`src/rtl/core/kpr_pkg.sv`:
```
// ----------------------------------------------------------------------------
// kpr_pkg
// shared codes for the k-th present removal tree
// ----------------------------------------------------------------------------
package kpr_pkg;

  // operation carried down the chain of level cells
  localparam logic OP_LOAD   = 1'b0;
  localparam logic OP_REMOVE = 1'b1;

  // width of the rank field
  localparam int RANK_W = 11;

endpackage

```
`src/rtl/core/kpr_level_cell.sv`:
```
// ----------------------------------------------------------------------------
// kpr_level_cell
// one tree level: holds the child counts below its level and steps a request
// one level down, updating the chosen child on the way
// ----------------------------------------------------------------------------
module kpr_level_cell
  import kpr_pkg::*;
#(
  parameter int LEVEL = 0,
  parameter int IDX_W = 10,
  parameter int CNT_W = 11
) (
  input  logic             clk,
  input  logic             rst,
  input  logic             clr,
  input  logic [IDX_W-1:0] clr_idx,
  input  logic             in_go,
  input  logic             in_op,
  input  logic [IDX_W-1:0] in_path,
  input  logic [CNT_W-1:0] in_k,
  output logic             out_go,
  output logic             out_op,
  output logic [IDX_W-1:0] out_path,
  output logic [CNT_W-1:0] out_k
);

  localparam int AW    = LEVEL + 1;
  localparam int DEPTH = 1 << AW;
  localparam int BIT   = IDX_W - 1 - LEVEL;

  logic [CNT_W-1:0] mem [DEPTH];

  logic [AW-1:0]    a_in;
  logic [AW-1:0]    a_left;
  logic [AW-1:0]    a_right;
  logic             s_go;
  logic             s_op;
  logic [IDX_W-1:0] s_path;
  logic [CNT_W-1:0] s_k;
  logic [CNT_W-1:0] rd_l;
  logic [CNT_W-1:0] rd_r;
  logic             pick;
  logic [CNT_W-1:0] wdata;
  logic [CNT_W-1:0] k_next;
  logic [IDX_W-1:0] path_next;

  // sibling pair addressed by the path prefix
  assign a_in    = in_path[IDX_W-1 -: AW];
  assign a_left  = a_in & ~AW'(1);
  assign a_right = a_in | AW'(1);

  // choose child and new count
  always_comb begin
    pick      = 1'b0;
    wdata     = '0;
    k_next    = s_k;
    path_next = s_path;
    if (s_op == OP_LOAD) begin
      pick  = s_path[BIT];
      wdata = (pick ? rd_r : rd_l) + CNT_W'(1);
    end else begin
      if (rd_l >= s_k) begin
        pick  = 1'b0;
        wdata = rd_l - CNT_W'(1);
      end else begin
        pick   = 1'b1;
        k_next = s_k - rd_l;
        wdata  = rd_r - CNT_W'(1);
      end
    end
    path_next[BIT] = pick;
  end

  // count memory: clearing pass, update write, paired read
  always_ff @(posedge clk) begin
    if (clr) begin
      mem[clr_idx[AW-1:0]] <= '0;
    end else if (s_go) begin
      mem[{s_path[IDX_W-1 -: AW] & ~AW'(1)} | AW'(pick)] <= wdata;
    end
    if (in_go) begin
      rd_l <= mem[a_left];
      rd_r <= mem[a_right];
    end
  end

  // request staging
  always_ff @(posedge clk) begin
    if (rst) begin
      s_go   <= 1'b0;
      out_go <= 1'b0;
    end else begin
      s_go   <= in_go;
      out_go <= s_go;
    end
    if (in_go) begin
      s_op   <= in_op;
      s_path <= in_path;
      s_k    <= in_k;
    end
    if (s_go) begin
      out_op   <= s_op;
      out_path <= path_next;
      out_k    <= k_next;
    end
  end

endmodule

```
`config.mk`:
```
export PLATFORM = sky130hd
export DESIGN_NAME = kpr_level_cell
export DESIGN_NICKNAME = d
export VERILOG_FILES = /design/src/rtl/core/kpr_pkg.sv /design/src/rtl/core/kpr_level_cell.sv
export SDC_FILE = /design/constraint.sdc
export NUM_CORES = 1
export LEC_CHECK = 0
export ABC_AREA = 1
export BUFFER_PORTS_ARGS = -buffer_cell sky130_fd_sc_hd__buf_4
export CAP_MARGIN = 25
export CORE_ASPECT_RATIO = 1.5
export CORE_MARGIN = 2
export CORE_UTILIZATION = 45
export CTS_BUF_LIST = sky130_fd_sc_hd__clkbuf_16
export DETAILED_ROUTE_END_ITERATION = 12
export SLEW_MARGIN = 25
export SYNTH_ARGS = -nofsm -noshare
export SYNTH_HDL_FRONTEND = slang
export SYNTH_SLANG_ARGS = --single-unit
```
`constraint.sdc`:
```
create_clock -name clk -period 6.45 [get_ports clk]
set_input_delay 0.9675 -clock clk [delete_from_list [all_inputs] [get_ports clk]]
set_output_delay 0.9675 -clock clk [all_outputs]
set_load 0.05 [all_outputs]
```
==> results of run 1 <==
## logic make-up (layout without fill, tap and decap cells)
logic type	Yosys count	after routing
buf+inv	67	126
fa+ha+maj	14	14
simple gates	150	150
compound gates	67	67
flops	90	90
xor+xnor	8	8
mux	3	3
## worst paths after layout
| path | slack (ns) | cells after the start | startpoint | endpoint |
|---|---|---|---|---|
| worst max-delay path | 3.14 | 13 | s_k[4] | mem[1][0] |
| worst min-delay path | 0.42 | 0 | mem[0][3] | rd_l[3] |
| worst max register to register | 3.14 | 13 | s_k[4] | mem[1][0] |
| worst min register to register | 0.42 | 0 | mem[0][3] | rd_l[3] |
## final cells by class
type	count	share of cell area
inverters	61	0.0446
clock buffers	9	0.0438
clock inverters	7	0.0197
multi-input cells	242	0.270
well taps	112	0.0273
flip-flops and latches	90	0.523
repair buffers	49	0.0716
## power groups by stage
stage,Clock [mW],Combinational [mW],Sequential [mW]
after CTS,0.574,0.259,0.715
after floorplan,0,0.158,0.755
after global placement,0,0.252,0.726
after global routing,0.601,0.289,0.719
final,0.564,0.258,0.715
after detailed placement,0,0.258,0.728
## state kept, by name (all words and copies together) (netlist names)
signal    cells
rd_l         11
s_path       10
out_go        1
s_k          11
out_op        1
s_op          1
s_go          1
out_path     10
mem          22
out_k        11
rd_r         11
## synth_stat cells, types with 3 or more instances
cell / number
edfxtp_1: 88
a211oi_1: 3
inv_1: 57
xnor2_1: 3
xor2_1: 5
nand4_1: 3
nand2_2: 6
nand3_1: 18
nand2_1: 82
a21oi_1: 20
nor2_4: 3
ha_1: 13
inv_2: 4
mux2_2: 3
o21ai_0: 32
nand3b_1: 4
nor2_1: 24
## critical path: stages, from the launching register on
cell and delay, ns:
edfxtp_1 0.43, ha_1 0.39, nand2_1 0.09, inv_2 0.08
nand2_1 0.06, nor2_2 0.11, nand2_2 0.07, nand3_4 0.13
nand2_4 0.17, nor2_1 0.41, a21oi_1 0.13, nand2_1 0.08
o21ai_0 0.12, nor2_2 0.65
## routing by layer
metal | GRT usage | routed length, um
met3 | 0.0371 | 317
met1 | 0.201 | 3410
met4 | 0.0949 | 277
met2 | 0.301 | 4510
met5 | 0 | 0
## cell usage in the layout, fill, tap and decap left out, types with 4 or more instances in the layout
cell type / synthesis / layout
buf_4: 0 / 49
nand3b_1: 4 / 4
ha_1: 13 / 13
a21oi_1: 20 / 20
o21ai_0: 32 / 32
clkbuf_16: 0 / 9
inv_1: 57 / 57
nand2_1: 82 / 82
edfxtp_1: 88 / 88
nand2_2: 6 / 6
inv_2: 4 / 4
nand3_1: 18 / 18
xor2_1: 5 / 5
nor2_1: 24 / 23
==> metrics.md, run 1 <==
| Metric | Value |
|---|---|
| Xor and xnor fraction of the mapped netlist area | `0.0162` |
| Placed cells | `554` |
| Yosys warning count | `0` |
| DIE AREA | `10500 um2` |
| Synth top area cells | `edfxtp_1 61%, nand2_1 7.1%, inv_1 4.9%` |
| Data required time of the worst path | `6.41 ns` |
| First-pass GRT wire length | `14300 um` |
| CTS tree | `done` |
| Placer Congestion | `0.893` |
| Post-DP Area | `4810 um2` |
| Hold Slack | `0.420 ns` |
| Complex-gate fraction of the synthesized area | `0.0897` |
| Fillers | `831` |
| Multiplexer share of the synthesized area | `0.00779` |
| I/O Buffers | `49` |
| # rows | `43` |
| Peak supply drop | `171 uV` |
| Die height | `124 um` |
| Worst slew margin | `0.468` |
| Net Switching | `0.414 mW` |
| Critical path endpoint category | `register` |
| TritonRoute pass-1 iters | `4` |
| Worst-Margin Slew | `0.797 ns` |
| Non-filler cells, final | `570` |
| Register area | `2680 um2` |
| Vias/cell | `5.06` |
| Initial antenna violation count | `0` |
| Primary FF master, synth | `edfxtp_1` |
| Setup WS pre-CTS | `3.15 ns` |
| Cell variety after synth | `40` |
| Total grt overflow | `0` |
| Vias | `2885` |
| Root Driver | `clkbuf_16` |
| Post-Synthesis Cells | `399` |
| Area grow syn2layout | `18.4%` |
| Final wirelength | `8520 um` |
| Latest clock arrival within the worst-skew pair | `0.34 ns` |
| Post-synth top area cell | `edfxtp_1` |
| Period minus WS final | `3.31 ns` |
| Multi-input logic area | `1390 um2` |
| Status | `finished, final reports clean` |
| Fin. max-slew vios | `0` |
| Adder-Cell Fraction of Synth Area | `0.0421` |
| EDFF count, synth | `88` |
| Worst setup SP type | `register` |
| Power Total | `1.54 mW` |
| Register area share after synthesis | `0.618` |
| Crit path DAT | `3.27 ns` |
| Crit share post-route | `0.513` |
| Total setup buffers inserted after CTS | `0` |
| Post_cts resized | `0` |
| Clock Power Share | `0.367` |
| Final ANT Viol Nets | `0` |
| RSZ-0062 raised after global routing | `false` |
| Initial DRC Count | `177` |
| Post-Syn Area per Cell | `10.9 um2` |
| Post-layout util | `0.552` |
| Clk sinks | `90` |
| Power Density | `299 nW/um2` |
| Vias in the first global route | `2985` |
| DPL Wire Length | `6120 um` |
| Top-area cell type share of the netlist area | `0.609` |
| Clk buf depth | `2` |
| Switch share | `0.270` |
| N_diodes | `0` |
| Leak | `2.19 nW` |
| Share of cells above drive strength 1 | `0.205` |
| Synth async-reset ratio | `0` |
| Clock transition at the registers of the reported paths | `0.06 ns` |
| Setup WS post-layout | `3.14 ns` |
| Remaining DRCs | `0` |
| Hold Path Class | `register to register` |
| Yosys reg bits | `90` |
| Largest net degree at the start of global routing | `46` |
| Ports | `59` |
| Wire per inst | `14.9 um` |
| Post-CTS Hold Buffers | `0` |
| Post-route cell area | `5140 um2` |
| Cts bufs inserted | `9` |
| Worst Skew | `0.00537 ns` |
| Chip width | `84.2 um` |
| Initial core utilization | `0.466` |
| Simple logic cell fraction of the synthesized area | `0.164` |
| Nets@finish | `503` |
| H-tree Lvls | `3` |
| CORE AREA | `9310 um2` |
| Max Freq | `0.302 GHz` |
| Logic pwr share | `0.168` |
| TNS Setup | `0 ns` |
| Crit path max fanout | `16` |
| Finish-stage setup viols | `0` |
| Pint | `1.12 mW` |
| Syn_nets | `449` |
| Sequential Power Share | `0.465` |
| Endpoints failing hold | `0` |
| Largest family of logic cells by synthesized area | `simple AND/OR/NAND/NOR gates` |
| Max Cap Viol | `0` |
| Mapped Area | `4340 um2` |
| Setup CP Type | `register to register` |
| Global-route usage over all layers | `0.175` |
(Power assumes the default switching activity.)
==> inputs of run 2 (changes only) <==
ABC_AREA = 0   (was 1)
PLACE_DENSITY = 0.67   (was unset)
clock period = 2.75 ns   (was 6.45 ns; I/O delays follow)
==> metrics.md, run 2 <==
| Metric | Value |
|---|---|
| Status | `finished, violations left` |
| Failing checks | `negative setup slack` |
| Initial core utilization | `0.457 (-0.00890)` |
| DPL Wire Length | `6270 um (+2.4%)` |
| Power Total | `3.50 mW (+130%)` |
| Post-Synthesis Cells | `327 (-18%)` |
| TNS Setup | `-1.38 ns (-1.38 ns)` |
| Xor and xnor fraction of the mapped netlist area | `0.0620 (+0.0458)` |
| Die height | `125 um (+0.46%)` |
| Largest net degree at the start of global routing | `46 (unchanged)` |
| Crit path DAT | `3.00 ns (-0.27 ns)` |
| Global-route usage over all layers | `0.169 (-0.00666)` |
| Finish-stage setup viols | `10 (+10)` |
| Critical path endpoint category | `register` |
| Data required time of the worst path | `2.81 ns (-3.60 ns)` |
| Worst slew margin | `0.621 (+0.153)` |
| Hold Path Class | `primary input to register` |
| Vias in the first global route | `2931 (-1.8%)` |
| CTS tree | `done` |
| Worst setup SP type | `register` |
| Final wirelength | `8490 um (-0.34%)` |
| Ports | `59 (unchanged)` |
| Initial DRC Count | `112 (-37%)` |
| Worst-Margin Slew | `0.568 ns (-0.229 ns)` |
| Flip-flop count of the largest register after layout | `22 (unchanged)` |
| Clk buf depth | `2 (unchanged)` |
| Max Cap Viol | `0 (unchanged)` |
| TritonRoute pass-1 iters | `4 (unchanged)` |
| Clk sinks | `90 (unchanged)` |
| Largest family of logic cells by synthesized area | `simple AND/OR/NAND/NOR gates` |
| Share of cells above drive strength 1 | `0.349 (+0.144)` |
| Synth async-reset ratio | `0 (unchanged)` |
| Complex-gate fraction of the synthesized area | `0.103 (+0.0137)` |
| Simple logic cell fraction of the synthesized area | `0.109 (-0.0547)` |
| Synth top area cells | `edfxtp_1 60%, xnor2_1 4.4%, ha_1 3.7%` |
| Wire per inst | `15.7 um (+4.8%)` |
| Leak | `2.20 nW (+0.23%)` |
| Worst Skew | `0.00642 ns (+0.00106 ns)` |
| # rows | `44 (+2.3%)` |
| Initial antenna violation count | `0 (unchanged)` |
| First-pass GRT wire length | `13900 um (-2.6%)` |
| Setup WS pre-CTS | `-0.213 ns (-3.36 ns)` |
| Setup WS post-layout | `-0.187 ns (-3.33 ns)` |
| Final ANT Viol Nets | `0 (unchanged)` |
| Remaining DRCs | `0 (unchanged)` |
| Top post-synthesis cells by count | `88 x edfxtp_1, 27 x nand2_1, 22 x xnor2_1, 16 x mux2i_1, 15 x inv_1` |
| Most frequent cells in the layout | `96 x buf_4, 88 x edfxtp_1, 27 x nand2_1, 21 x xnor2_1, 16 x mux2i_1` |
| Syn_nets | `377 (-16%)` |
| Vias | `2872 (-0.45%)` |
| Top-area cell type share of the netlist area | `0.603 (-0.00574)` |
| H-tree Lvls | `3 (unchanged)` |
| Clock transition at the registers of the reported paths | `0.07 ns (about the same)` |
| Primary FF master, synth | `edfxtp_1` |
| Power Density | `626 nW/um2 (+110%)` |
| Crit share post-route | `1.07 (+0.555)` |
| Non-filler cells, final | `542 (-4.9%)` |
| Max Freq | `0.340 GHz (+13%)` |
| Root Driver | `clkbuf_16` |
| Setup CP Type | `register to register` |
| Most frequent cell after synthesis | `edfxtp_1` |
| Latest clock arrival within the worst-skew pair | `0.34 ns (about the same)` |
| Multiplexer share of the synthesized area | `0.0426 (+0.0348)` |
| Mapped Area | `4380 um2 (+0.95%)` |
| Crit path max fanout | `6 (-10)` |
| DIE AREA | `10600 um2 (+0.91%)` |
| EDFF count, synth | `88 (unchanged)` |
| Total grt overflow | `0 (unchanged)` |
| Register area share after synthesis | `0.613 (-0.00583)` |
| Peak supply drop | `354 uV (+110%)` |
| Nets@finish | `472 (-6.2%)` |
| Period minus WS final | `2.94 ns (-0.375 ns)` |
| Fillers | `809 (-2.6%)` |
| Yosys warning count | `0 (unchanged)` |
| CORE AREA | `9580 um2 (+2.9%)` |
| Cts bufs inserted | `9 (unchanged)` |
| RSZ-0062 raised after global routing | `true` |
| Fin. max-slew vios | `0 (unchanged)` |
| Yosys reg bits | `90 (unchanged)` |
| Placer Congestion | `0.827 (-7.5%)` |
| Placed cells | `520 (-6.1%)` |
| Adder-Cell Fraction of Synth Area | `0.0417 (-0.000397)` |
| N_diodes | `0 (unchanged)` |
| Vias/cell | `5.30 (+4.7%)` |
| Cell variety after synth | `56 (+40%)` |
| Chip width | `84.5 um (+0.45%)` |
| Commonest non-fill, non-tap cell in the layout | `buf_4` |
| I/O Buffers | `49 (unchanged)` |
| Post-synth top area cell | `edfxtp_1` |
| Area grow syn2layout | `27.6%` |
| Post-Syn Area per Cell | `13.4 um2 (+23%)` |
| Endpoints failing hold | `0 (unchanged)` |
[run 2: changes by cell type in the layout (fill, tap and decap cells not counted), moves of 5 or more]
cell,change
nand2_2,-6
inv_1,-45
xnor2_1,+18
nor3_1,+8
mux2i_1,+16
nor2b_1,+5
o21ai_0,-19
buf_4,+47
a21oi_1,-13
nand3_1,-14
nor2_1,-12
o22ai_1,+5
nand2_1,-55
[run 2: cell type report]
| class | count | area (um2) | share of cell area |
|---|---|---|---|
| multi-input combinational | 210 | 1700 | 0.304 |
| inverter | 15 | 56.3 | 0.0101 |
| clock inverter | 7 | 60.1 | 0.0107 |
| tap | 115 | 144 | 0.0258 |
| timing repair buffer | 96 | 721 | 0.129 |
| sequential | 90 | 2680 | 0.480 |
| clock buffer | 9 | 225 | 0.0403 |
[run 2: path summary, 6_finish.rpt]
kind	start	end	slack [ns]	cells past startpoint
hold / removal	rst	out_go	0.24	2
setup / recovery	s_k[8]	mem[1][10]	-0.19	12
hold reg to reg	mem[1][10]	rd_r[10]	0.42	0
setup reg to reg	s_k[8]	mem[1][10]	-0.19	12
[run 2: report_power, final]
part	switching, mW	internal (mW)	total, mW
combinational	0.374	0.305	0.679
clock	0.518	0.627	1.15
sequential	0.0520	1.62	1.67
total	0.945	2.55	3.50
[run 2: what timing repair did]
| item | in CTS | in global routing |
|---|---|---|
| endpoints found under the setup margin | 10 | 10 |
| buffers inserted | 1 | 5 |
| pin swaps | 4 | 0 |
| gates resized for setup | 6 | 7 |
| hold buffers | 0 | 0 |
[run 2: kinds of logic (layout without fill, tap and decap cells)]
logic type,Yosys count,in the layout
buffers and inverters,27,127
xor gates and xnor gates,31,31
and+or+nand+nor,86,86
muxes,18,18
DFF,90,90
adders and majority gates,14,14
AOI/OAI and AO/OA,61,61
[run 2: metrics by stage]
step	utilization	hold WS (ns)	cell area (um2)
2_1_floorplan	-	0.400	4440
3_3_place_gp	0.541	0.400	5180
3_5_place_dp	0.541	0.405	5180
4_1_cts	0.576	0.222	5520
5_1_grt	0.583	0.227	5590
6_report	0.583	0.238	5590
[run 2: routing by layer]
metal  part of all wire  vias up  global-route usage
li1                   -     1415                   -
met3              0.027       15              0.0358
met5                  0        -                   0
met1               0.40     1398               0.192
met4              0.025        0              0.0794
met2               0.55       44               0.296
[run 2: critical path, stage by stage (launching register included)]
cell	delay [ns]
edfxtp_1	0.43
ha_4	0.27
a211o_1	0.28
a21oi_4	0.20
a21oi_2	0.09
and2_4	0.18
mux2i_1	0.17
ha_2	0.30
nand3_4	0.14
nor3b_2	0.20
xor2_1	0.09
mux2i_1	0.19
o22ai_2	0.12
